### src/rtl/voice_allocator_with_stealing_defines.svh
// Assertion macros shared by the voice allocator RTL.
// No dependencies; included by the files that carry assertions.
`ifndef VOICE_ALLOCATOR_WITH_STEALING_DEFINES_SVH
`define VOICE_ALLOCATOR_WITH_STEALING_DEFINES_SVH

// Same-cycle implication, checked outside reset.
`define VAS_ASSERT_IMPLY(label, clk_sig, rst_sig, ante, cons) \
    label: assert property (@(posedge clk_sig) disable iff (!rst_sig) (ante) |-> (cons)) \
        else $error("voice allocator implication violated");

// Next-cycle implication, checked outside reset.
`define VAS_ASSERT_NEXT(label, clk_sig, rst_sig, ante, cons) \
    label: assert property (@(posedge clk_sig) disable iff (!rst_sig) (ante) |=> (cons)) \
        else $error("voice allocator sequence violated");

`endif

### src/rtl/vas_pkg.sv
// Shared widths, codes and structs for the voice allocator.
// No dependencies; used by vas_cell and voice_allocator_with_stealing.
package vas_pkg;

    // Voice index width covers the full range of the voice table size.
    localparam int VIDX_W = 6;
    localparam int CNT_W  = 5;
    localparam int PRI_W  = 8;
    localparam int MODE_W = 8;
    localparam int LVL_W  = 16;
    localparam int AGE_W  = 16;

    localparam logic [MODE_W-1:0] MODE_IDLE  = 8'd0;
    localparam logic [MODE_W-1:0] MODE_NOISE = 8'd2;

    localparam logic CMD_ALLOC  = 1'b0;
    localparam logic CMD_UPDATE = 1'b1;

    // Running search result handed from cell to cell.
    typedef struct packed {
        logic              vld;
        logic              free_have;
        logic [VIDX_W-1:0] free_pick;
        logic              have;
        logic [VIDX_W-1:0] pick;
        logic [PRI_W-1:0]  bp;
        logic [LVL_W-1:0]  bl;
        logic [AGE_W-1:0]  ba;
        logic              noise;
    } vas_cand_t;

    // Broadcast write-back applied to all cells in the same cycle.
    typedef struct packed {
        logic              alloc_en;
        logic [VIDX_W-1:0] pick;
        logic [PRI_W-1:0]  req;
        logic              upd_en;
        logic [VIDX_W-1:0] upd_idx;
        logic [MODE_W-1:0] mode;
        logic [LVL_W-1:0]  level;
    } vas_commit_t;

endpackage

### src/rtl/vas_cell.sv
// One voice cell: holds a voice's mode, level, age and priority, and
// refines the search candidate passing through it. Depends on vas_pkg.
module vas_cell #(
    parameter int IDX = 0
) (
    input  logic                        clk,
    input  logic                        rst_n,
    input  logic [vas_pkg::PRI_W-1:0]   req_priority,
    input  logic [vas_pkg::CNT_W-1:0]   voice_count,
    input  vas_pkg::vas_cand_t          cand_in,
    output vas_pkg::vas_cand_t          cand_out,
    input  vas_pkg::vas_commit_t        commit
);
    import vas_pkg::*;

    localparam logic [VIDX_W-1:0] MY_IDX = VIDX_W'(IDX);

    logic [MODE_W-1:0] mode_reg,  mode_next;
    logic [LVL_W-1:0]  level_reg, level_next;
    logic [AGE_W-1:0]  age_reg,   age_next;
    logic [PRI_W-1:0]  pri_reg,   pri_next;
    vas_cand_t         cand_reg,  cand_next;

    logic active;
    logic is_free;
    logic better;

    assign active  = (IDX < int'(voice_count));
    assign is_free = (mode_reg == MODE_IDLE) && (level_reg == '0);

    // Steal order (pri <= req): lowest priority, lowest level, oldest.
    always_comb
    begin
        better = 1'b0;
        if (pri_reg <= req_priority)
        begin
            if (!cand_in.have)
                better = 1'b1;
            else if (pri_reg != cand_in.bp)
                better = (pri_reg < cand_in.bp);
            else if (level_reg != cand_in.bl)
                better = (level_reg < cand_in.bl);
            else
                better = (age_reg > cand_in.ba);
        end
    end

    // Fold this voice into the candidate on its way down the chain.
    always_comb
    begin
        cand_next = cand_in;
        if (cand_in.vld && active)
        begin
            if (!cand_in.free_have && is_free)
            begin
                cand_next.free_have = 1'b1;
                cand_next.free_pick = MY_IDX;
            end
            if (better)
            begin
                cand_next.have  = 1'b1;
                cand_next.pick  = MY_IDX;
                cand_next.bp    = pri_reg;
                cand_next.bl    = level_reg;
                cand_next.ba    = age_reg;
                cand_next.noise = (mode_reg == MODE_NOISE);
            end
        end
    end

    // Write-back of a grant or a status update.
    always_comb
    begin
        mode_next  = mode_reg;
        level_next = level_reg;
        age_next   = age_reg;
        pri_next   = pri_reg;
        if (commit.alloc_en)
        begin
            if (commit.pick == MY_IDX)
            begin
                age_next = '0;
                pri_next = commit.req;
            end
            else if (active)
            begin
                age_next = age_reg + AGE_W'(1);
            end
        end
        if (commit.upd_en && (commit.upd_idx == MY_IDX))
        begin
            mode_next  = commit.mode;
            level_next = commit.level;
        end
    end

    always_ff @(posedge clk or negedge rst_n)
    begin
        if (!rst_n)
        begin
            mode_reg  <= '0;
            level_reg <= '0;
            age_reg   <= '0;
            pri_reg   <= '0;
            cand_reg  <= '0;
        end
        else
        begin
            mode_reg  <= mode_next;
            level_reg <= level_next;
            age_reg   <= age_next;
            pri_reg   <= pri_next;
            cand_reg  <= cand_next;
        end
    end

    assign cand_out = cand_reg;

endmodule

### config.mk
export PLATFORM = sky130hd
export DESIGN_NAME = vas_cell
export DESIGN_NICKNAME = d
export VERILOG_FILES = /design/src/rtl/voice_allocator_with_stealing_defines.svh /design/src/rtl/vas_pkg.sv /design/src/rtl/vas_cell.sv
export SDC_FILE = /design/constraint.sdc
export NUM_CORES = 1
export LEC_CHECK = 0
export BUFFER_PORTS_ARGS = -buffer_cell sky130_fd_sc_hd__buf_4
export CAP_MARGIN = 20
export CORE_MARGIN = 2
export CORE_UTILIZATION = 46
export DETAILED_ROUTE_END_ITERATION = 16
export PLACE_DENSITY = 0.76
export SYNTH_ARGS = -nofsm -noshare
export SYNTH_HDL_FRONTEND = slang
export SYNTH_SLANG_ARGS = --single-unit
### constraint.sdc
create_clock -name clk -period 2.4 [get_ports clk]
set_input_delay 0.24 -clock clk [delete_from_list [all_inputs] [get_ports clk]]
set_output_delay 0.24 -clock clk [all_outputs]
set_load 0.02 [all_outputs]
==> summary.txt, run 1 <==
Status
  • Status: finished with violations
  • Violated checks: negative setup slack

Synth
  • Cell area after synthesis: 0.00539 mm^2
  • Flops & latches, synth: 104
  • Synth cell types: 45
  • Largest cells by area after synthesis: dfrtp_1 (48%), ha_1 (11%), mux2_2 (10%), mux2_4 (5.9%), inv_1 (3.7%)
  • Post-synth EDFFs: 0
  • Asr flop ratio synth: 100%
  • Mean post-synth cell area: 11.7 um^2
  • Top FF cell, synth: dfrtp_1
  • Synth area leader: dfrtp_1
  • Post-synthesis sequential area ratio: 48.3%
  • Synth Instances: 459
  • Post-synthesis net count: 625
  • Warnings from Yosys: 0
  • Share of the synthesized area in the top cell type: 48.3%

STA
  • Tcrit/Tclk final: 107%
  • Fin crit period: 2.56 ns
  • Final TNS setup: -6.15 ns
  • Worst Skew: 0.0102 ns
  • Worst-margin pin slew: 0.732 ns
  • RSZ-0062 raised after global routing: yes
  • Final setup vio count: 46
  • Slew margin rel.: 51.2%
  • Final Hold Fails: 0
  • Final Slew Violations: 0
  • F_max: 390 MHz
  • Final setup margin: -0.163 ns

CTS
  • Clock tree buffer depth: 2
  • CTS Sinks: 104
  • Root Buffer: clkbuf_16
  • Number of H-tree levels: 3
  • Inserted Clock Buffers: 9
  • Worst-path clk slew: 0.08 ns
  • Clk Latency, worst-skew pair: 0.35 ns
  • TritonCTS clock tree: done

Route
  • ANT nets after route: 0
  • DRT Pass-1 Iters: 4
  • Vias/cell: 5.15
  • Final wirelength: 14500 um
  • DRC viols: 0
  • Vias: 4361
  • Number of DRC markers in iteration 0: 105
  • Drt wl/cell: 17.1 um

Floorplan
  • Die area: 0.0126 mm^2
  • Initial core utilization: 47.2%
  • Total core area: 0.0114 mm^2
  • I/O pin total: 173
  • Die Height: 112 um
  • Die X: 112 um
  • Row Count: 39

Final layout
  • Fin area: 0.00786 mm^2
  • Inserted Diodes: 0
  • Final nets: 864
  • Most common cell after layout, fill and taps aside: buf_4
  • Share of layout cells above drive strength 1: 48.2%
  • Most frequent cells in the layout: buf_4 (227), dfrtp_1 (104), inv_1 (53)
  • Layout area overhead: 45.9%
  • Max reg flops: 56

GRT
  • Vias in the first global route: 4559
  • Total Routing Usage GR: 22.3%
  • Remaining Overflow, GRT: 0
  • Largest net degree at the start of global routing: 58
  • Global-route wire length before repair: 22100 um
  • Initial antenna violation count: 0

Power and ir drop
  • Final Power: 0.00548 W
  • Peak supply drop: 425 uV
  • Leakage power: 4.17 nW
  • PD cells: 698 mW/mm^2

Place
  • Final GP Congestion: 0.882
  • Port Buffers: 172
  • HPWL after detailed placement: 10400 um
  • Worst Setup Slack post-DPL: -0.308 ns
  • DP Area: 0.00720 mm^2

Worst setup path
  • Worst path max stage delay: 0.39 ns
  • Crit. End Element: flip-flop
  • Worst Path Arrival: 2.80 ns
  • Max FO, Critical Path: 6
  • CP Class: flip-flop to flip-flop
  • Cell mode on critical path: a221o_1
  • CP startpoint kind: flip-flop
  • Crit-path cells: inv_1, ha_4, nand2b_1, a221o_1, a221o_1, a41oi_4, buf_12, clkbuf_16, mux2_4
  • Crit-path slowest cell: dfrtp_1
  • Worst path required time: 2.64 ns

Worst hold path
  • Hold Crit Class: input pin to flip-flop

Flow run
  • Max_cap viols: 0
metrics by stage:
step	util [%]	instances	hold slack (ns)
5_1_grt	68.8	846	0.00140
3_5_place_dp	63.1	815	0.349
3_3_place_gp	63.1	815	0.342
4_1_cts	67.3	837	0.00655
2_1_floorplan	-	459	-0.0556
6_report	68.8	846	0.00953
Yosys cell counts (2+ instances only):
| library cell | number |
|---|---|
| buf_12 | 2 |
| mux2i_1 | 3 |
| nand3_1 | 16 |
| clkbuf_1 | 4 |
| a21o_1 | 5 |
| a21oi_1 | 18 |
| nor4_2 | 2 |
| o211ai_1 | 2 |
| o21ai_0 | 7 |
| nand4_1 | 10 |
| inv_1 | 53 |
| nand2b_1 | 3 |
| nor2b_1 | 14 |
| mux2_4 | 21 |
| xnor2_1 | 5 |
| nor3_1 | 5 |
| mux2_2 | 48 |
| nand2_1 | 20 |
| dfrtp_1 | 104 |
| or4_1 | 2 |
| buf_6 | 2 |
| buf_1 | 2 |
| ha_1 | 49 |
| xor2_1 | 9 |
| a221o_1 | 2 |
| nor2_1 | 26 |
| and3_1 | 3 |
| nor4_1 | 5 |
metal layers:
layer,GRT usage [%],wire [um],share of wire [%],vias to the layer above
met5,0,0,0,-
met4,6.34,314,2.2,0
met3,4.97,915,6.3,24
met2,38.2,7170,50,155
met1,28.4,6060,42,2118
li1,-,-,-,2064
power by group:
group / leakage [nW] / total [W] / internal [W] / switching (W)
clock: 0.127 / 0.00141 / 0.000734 / 0.000677
sequential: 1.32 / 0.00214 / 0.00201 / 0.000129
combinational: 2.73 / 0.00193 / 0.00103 / 0.000894
total: 4.17 / 0.00548 / 0.00378 / 0.00170
final cells by class:
class | count | area, um^2
inverters | 53 | 199
well taps | 143 | 179
repair buffers | 240 | 1940
clock inverters | 6 | 43.8
flip-flops and latches | 104 | 2600
multi-input cells | 290 | 2650
clock buffers | 10 | 239
fillers | 837 | 3560
final timing paths:
path                              from           end  slack (ns)  cells past startpoint
setup / recovery            pri_reg[0]   cand_out[9]       -0.16                      9
hold reg to reg            mode_reg[5]   mode_reg[5]        0.51                      1
max in group asynchronous        rst_n  cand_out[14]        1.17                      3
min in group asynchronous        rst_n  cand_out[21]        0.50                      2
hold / removal             cand_in[55]  cand_out[55]        0.01                      1
setup reg to reg            pri_reg[0]   cand_out[9]       -0.16                      9
what timing repair did:
| item | in CTS | in global routing |
|---|---|---|
| cloned | 2 | 3 |
| endpoints found under the setup margin | 43 | 47 |
| resized for setup | 16 | 26 |
| buffers inserted | 3 | 8 |
| pin swaps | 1 | 6 |
| hold buffers | 1 | 0 |
| endpoints found under the hold margin | 56 | 0 |
critical path, delay by kind of cell (launching register included):
| kind | cells | cell delay (ns) |
|---|---|---|
| AO/OA/AOI/OAI | 3 | 0.92 |
| adder cells (fa/ha/maj) | 1 | 0.22 |
| buffers and inverters | 3 | 0.46 |
| flip-flops | 1 | 0.39 |
| multiplexers | 1 | 0.30 |
| AND/OR/NAND/NOR | 1 | 0.15 |
cell families after synthesis:
| family | synth area share [%] |
|---|---|
| simple gates | 10.8 |
| flops | 48.3 |
| mux | 16.4 |
| buf+inv | 5.51 |
| fa+ha+maj | 11.4 |
| compound gates | 5.30 |
| xor+xnor | 2.28 |
Note: power is estimated with default switching activity, not from simulation.
==> run 2: changes to the inputs <==
--- a/config.mk
+++ b/config.mk
@@ -11,6 +11,7 @@
 export CORE_UTILIZATION = 46
 export DETAILED_ROUTE_END_ITERATION = 16
 export PLACE_DENSITY = 0.76
+export SETUP_SLACK_MARGIN = 0.05
 export SYNTH_ARGS = -nofsm -noshare
 export SYNTH_HDL_FRONTEND = slang
 export SYNTH_SLANG_ARGS = --single-unit
==> summary.txt, run 2 (same netlist as run 1, synthesis figures left out) <==
STA
  • Slew margin rel.: 51.2% (about the same)
  • F_max: 386 MHz (-0.95%)
  • Final setup vio count: 47 (+2.2%)
  • Fin crit period: 2.59 ns (+0.0246 ns)
  • Final Hold Fails: 0 (unchanged)
  • Final TNS setup: -6.74 ns (-0.594 ns)
  • Worst-margin pin slew: 0.732 ns (+0.000506 ns)
  • Tcrit/Tclk final: 108% (+1.0 points)
  • Final Slew Violations: 0 (unchanged)
  • Fin Hold WS: 0.103 ns (+0.0931 ns)
  • Final setup margin: -0.188 ns (-0.0246 ns)
  • RSZ-0062 raised after global routing: yes
  • Worst Skew: 0.00578 ns (-0.00439 ns)

Worst hold path
  • Hold Crit Class: input pin to flip-flop

Final layout
  • Most frequent cells in the layout: buf_4 (229), dfrtp_1 (103), inv_1 (52)
  • Final nets: 864 (unchanged)
  • Share of layout cells above drive strength 1: 49.2% (+1.0 points)
  • Max reg flops: 56 (unchanged)
  • Inserted Diodes: 0 (unchanged)
  • Sequential Area: 0.00260 mm^2 (about the same)
  • Layout fillers: 824 (-1.6%)
  • Area of the multi-input gates: 0.00270 mm^2 (+1.8%)
  • Most common cell after layout, fill and taps aside: buf_4
  • Layout area overhead: 47.2%
  • Fin area: 0.00793 mm^2 (+0.89%)

Worst setup path
  • Cell mode on critical path: a221o_1
  • Worst Path Arrival: 2.83 ns (+0.03 ns)
  • Crit. End Element: flip-flop
  • Critical path buffer and inverter count: 2 (-1)
  • CP delay by family, top: compound AO/OA/AOI/OAI gates
  • Crit-path slowest cell: a221o_1
  • CP Class: flip-flop to flip-flop
  • Worst path max stage delay: 0.40 ns (about the same)
  • CP startpoint kind: flip-flop
  • Crit-path cells: ha_1, and3_4, a221o_1, a221o_1, a41oi_4, buf_12, clkbuf_16, mux2_4
  • Max FO, Critical Path: 6 (unchanged)
  • Worst path required time: 2.64 ns (about the same)

Route
  • DR WL met2: 7430 um (+3.7%)
  • DRT Pass-1 Iters: 4 (unchanged)
  • DR top layer: met4
  • Vias/cell: 5.13 (-0.39%)
  • Final wirelength: 14400 um (-0.21%)
  • Met1 Wirelength: 5960 um (-1.7%)
  • Vias: 4344 (-0.39%)
  • Drt wl/cell: 17.1 um (-0.21%)
  • DRC viols: 0 (unchanged)
  • Met3 Wirelength: 799 um (-13%)
  • Number of DRC markers in iteration 0: 168 (+60%)
  • ANT nets after route: 0 (unchanged)

GRT
  • Largest net degree at the start of global routing: 56 (-3.4%)
  • Global-route wire length before repair: 22900 um (+3.9%)
  • Initial antenna violation count: 0 (unchanged)
  • Remaining Overflow, GRT: 0 (unchanged)
  • Total Routing Usage GR: 23.2% (+1.0 points)
  • Vias in the first global route: 4718 (+3.5%)

Floorplan
  • Die area: 0.0126 mm^2 (unchanged)
  • Die Height: 112 um (unchanged)
  • I/O pin total: 173 (unchanged)
  • Die X: 112 um (unchanged)
  • Total core area: 0.0114 mm^2 (unchanged)
  • Row Count: 39 (unchanged)
  • Initial core utilization: 47.2% (unchanged)

CTS
  • Clk Latency, worst-skew pair: 0.36 ns (about the same)
  • Worst-path clk slew: 0.07 ns (about the same)
  • Inserted Clock Buffers: 9 (unchanged)
  • Clock tree buffer depth: 2 (unchanged)
  • CTS Sinks: 104 (unchanged)
  • Root Buffer: clkbuf_16
  • Number of H-tree levels: 3 (unchanged)
  • TritonCTS clock tree: done

Place
  • Final GP Congestion: 0.857 (-2.8%)
  • DP Area: 0.00724 mm^2 (+0.49%)
  • HPWL after detailed placement: 10500 um (+1.6%)
  • Port Buffers: 172 (unchanged)

Status
  • Violated checks: negative setup slack
  • Status: finished with violations

Power and ir drop
  • Leakage power: 4.19 nW (+0.30%)
  • Peak supply drop: 519 uV (+22%)
  • PD cells: 701 mW/mm^2 (+0.51%)

Flow run
  • Max_cap viols: 0 (unchanged)
-- run 2: cell types whose count changed in the layout (fill, tap and decap cells not counted), moves of 3 or more --
cell,before,now
buf_12,5,2
buf_16,1,4
buf_6,3,0
ha_1,45,42
ha_4,4,7
-- run 2: through the flow --
step	util, %	worst slack (ns)	total power [W]	instances
2_1_floorplan	-	0.0532	0.00310	459
3_3_place_gp	63.4	-0.106	0.00383	817
3_5_place_dp	63.4	-0.208	0.00390	817
4_1_cts	67.8	-0.119	0.00549	843
5_1_grt	69.4	-0.259	0.00583	846
6_report	69.4	-0.188	0.00556	846
-- run 2: final timing paths --
check | endpoint | slack, ns | cells past startpoint | from
worst max-delay path | cand_out[39] | -0.19 | 8 | pri_reg[1]
worst min-delay path | cand_out[42] | 0.10 | 2 | cand_in[42]
worst max register to register | cand_out[39] | -0.19 | 8 | pri_reg[1]
worst min register to register | mode_reg[7] | 0.51 | 1 | mode_reg[7]
max in group asynchronous | pri_reg[7] | 1.15 | 3 | rst_n
min in group asynchronous | cand_out[22] | 0.47 | 2 | rst_n
-- run 2: report_power, final --
| group | switching [W] | internal [W] | leakage (nW) |
|---|---|---|---|
| registers | 0.000128 | 0.00201 | 1.32 |
| clock network | 0.000669 | 0.000804 | 0.138 |
| logic | 0.000902 | 0.00104 | 2.73 |
-- run 2: layout make-up --
cell class	count	area share, %
repair buffers	240	24.7
flip-flops and latches	104	32.8
clock inverters	6	0.758
well taps	143	2.26
multi-input cells	290	34.1
inverters	53	2.51
clock buffers	10	2.89
-- run 2: layer usage --
layer  track usage, %  up-vias
met5                0        -
met4             8.86        0
met3             3.94       16
met2             41.2      139
met1             28.4     2122
li1                 -     2067
-- run 2: repair_timing --
action / CTS / global route
endpoints found under the setup margin: 43 / 53
buffers inserted: 6 / 1
hold endpoints to repair: 52 / 0
gates resized for setup: 14 / 26
pin swaps: 3 / 10
gates cloned: 2 / 2
hold buffers: 2 / 0
==> run 3: changes to the inputs <==
--- a/config.mk
+++ b/config.mk
@@ -9,6 +9,7 @@
 export CAP_MARGIN = 20
 export CORE_MARGIN = 2
 export CORE_UTILIZATION = 46
+export CTS_BUF_LIST = sky130_fd_sc_hd__clkbuf_16
 export DETAILED_ROUTE_END_ITERATION = 16
 export PLACE_DENSITY = 0.76
 export SETUP_SLACK_MARGIN = 0.05
==> summary.txt, run 3 (same netlist as run 1, synthesis figures left out) <==
GRT
  • Global-route wire length before repair: 22900 um (unchanged)
  • Vias in the first global route: 4718 (unchanged)
  • Initial antenna violation count: 0 (unchanged)
  • Remaining Overflow, GRT: 0 (unchanged)
  • Largest net degree at the start of global routing: 56 (unchanged)
  • Total Routing Usage GR: 23.2% (unchanged)

Final layout
  • Most common cell after layout, fill and taps aside: buf_4
  • Area of the multi-input gates: 0.00270 mm^2 (unchanged)
  • Max reg flops: 56 (unchanged)
  • Post-Route Utilization: 69.4% (unchanged)
  • Most frequent cells in the layout: buf_4 (229), dfrtp_1 (103), inv_1 (53)
  • Layout area overhead: 47.2% (unchanged)
  • Inserted Diodes: 0 (unchanged)
  • Sequential Area: 0.00260 mm^2 (unchanged)
  • Layout fillers: 824 (unchanged)
  • Share of layout cells above drive strength 1: 49.2% (unchanged)
  • Final nets: 864 (unchanged)

STA
  • Slew margin rel.: 51.2% (unchanged)
  • RSZ-0062 raised after global routing: yes
  • Fin crit period: 2.59 ns (unchanged)
  • Tcrit/Tclk final: 108% (unchanged)
  • Worst-margin pin slew: 0.732 ns (unchanged)
  • Fin Hold WS: 0.103 ns (+0.00000400 ns)
  • Final setup vio count: 47 (unchanged)
  • F_max: 386 MHz (unchanged)
  • Final Hold Fails: 0 (unchanged)
  • Final Slew Violations: 0 (unchanged)
  • Worst Skew: 0.00578 ns (-0.0000000200 ns)
  • Final setup margin: -0.188 ns (unchanged)

Route
  • ANT nets after route: 0 (unchanged)
  • Number of DRC markers in iteration 0: 168 (unchanged)
  • Vias: 4344 (unchanged)
  • DRT Pass-1 Iters: 4 (unchanged)
  • Vias/cell: 5.13 (unchanged)
  • Final wirelength: 14400 um (about the same)
  • Drt wl/cell: 17.1 um (about the same)
  • DRC viols: 0 (unchanged)

CTS
  • Clock tree buffer depth: 2 (unchanged)
  • CTS Sinks: 104 (unchanged)
  • TritonCTS clock tree: done
  • Number of H-tree levels: 3 (unchanged)
  • Inserted Clock Buffers: 9 (unchanged)
  • Worst-path clk slew: 0.07 ns (about the same)
  • Root Buffer: clkbuf_16
  • Clk Latency, worst-skew pair: 0.36 ns (about the same)

Worst setup path
  • Worst path max stage delay: 0.40 ns (about the same)
  • Worst Path Arrival: 2.83 ns (about the same)
  • Cell mode on critical path: a221o_1
  • Max FO, Critical Path: 6 (unchanged)
  • CP startpoint kind: flip-flop
  • Crit-path cells: ha_1, and3_4, a221o_1, a221o_1, a41oi_4, buf_12, clkbuf_16, mux2_4
  • Worst r2r src: pri_reg[1]
  • CP Class: flip-flop to flip-flop
  • Reg2reg setup slack: -0.19 ns (about the same)
  • Worst path required time: 2.64 ns (about the same)
  • Critical path startpoint: pri_reg[1]
  • Crit-path slowest cell: a221o_1
  • Crit. End Element: flip-flop

Power and ir drop
  • Sw frac: 30.6% (about the same)
  • Int Pwr: 0.00386 W (-0.11%)
  • Combinational share of power: 35.0% (about the same)
  • Sequential share of power: 38.5% (about the same)
  • PD cells: 701 mW/mm^2 (about the same)
  • Leakage power: 4.19 nW (about the same)
  • Peak supply drop: 519 uV (about the same)
  • Switching power of the nets: 0.00170 W (about the same)
  • Clock share of power: 26.4% (about the same)

Place
  • Port Buffers: 172 (unchanged)
  • Final GP Congestion: 0.857 (unchanged)
  • HPWL after detailed placement: 10500 um (unchanged)
  • Worst Setup Slack post-DPL: -0.208 ns (unchanged)

Floorplan
  • Die area: 0.0126 mm^2 (unchanged)
  • Initial core utilization: 47.2% (unchanged)
  • I/O pin total: 173 (unchanged)
  • Total core area: 0.0114 mm^2 (unchanged)
  • Row Count: 39 (unchanged)
  • Die X: 112 um (unchanged)
  • Die Height: 112 um (unchanged)

Worst hold path
  • HP Start: cand_in[42]
  • Hold Crit Class: input pin to flip-flop

Flow run
  • Max_cap viols: 0 (unchanged)

Status
  • Violated checks: negative setup slack
  • Status: finished with violations
## run 3: repair_timing
item / CTS / global route
endpoints found under the hold margin: 52 / 0
buffers inserted: 6 / 1
resized for setup: 14 / 26
pin swaps: 3 / 10
cloned: 2 / 2
hold buffers: 2 / 0
endpoints found under the setup margin: 43 / 53
## run 3: routing by layer
metal	track usage (%)	part of all wire, %	up-vias
met4	8.86	1.6	0
met1	28.4	41	2122
met3	3.94	5.5	16
met2	41.2	52	139
met5	0	0	-
li1	-	-	2067
## run 3: path summary, 6_finish.rpt
check                           cells after the start            to
worst max-delay path                                8  cand_out[39]
worst min-delay path                                2  cand_out[42]
worst max register to register                      8  cand_out[39]
worst min register to register                      1   mode_reg[7]
max in group asynchronous                           3    pri_reg[7]
min in group asynchronous                           2  cand_out[22]
## run 3: critical path: cells and delay by family, from the launching register on
kind	cells	cell delay, ns
flops	1	0.38
mux	1	0.30
buf+inv	2	0.35
compound gates	3	1.00
fa+ha+maj	1	0.29
simple gates	1	0.16
## run 3: area by class of cell
class | count | area share [%]
Sequential cell | 104 | 32.8
Tap cell | 143 | 2.26
Inverter | 53 | 2.51
Timing Repair Buffer | 240 | 24.7
Multi-Input combinational cell | 290 | 34.1
Clock buffer | 9 | 2.84
Clock inverter | 7 | 0.805
## run 3: power groups by stage
stage	clock network, W	registers [W]	logic [W]
final	0.00147	0.00214	0.00195
after global routing	0.00155	0.00217	0.00211
after CTS	0.00149	0.00214	0.00186
after global placement	0	0.00216	0.00167
after detailed placement	0	0.00217	0.00173
after floorplan	0	0.00236	0.000735
## run 3: through the flow
step / power, W / setup TNS (ns) / instances / instance area, um^2
after floorplan: 0.00310 / 0 / 459 / 5420
after global placement: 0.00383 / -2.89 / 817 / 7240
after detailed placement: 0.00390 / -6.33 / 817 / 7240
after CTS: 0.00549 / -3.80 / 843 / 7740
after global routing: 0.00583 / -10.24 / 846 / 7930
final: 0.00555 / -6.74 / 846 / 7930
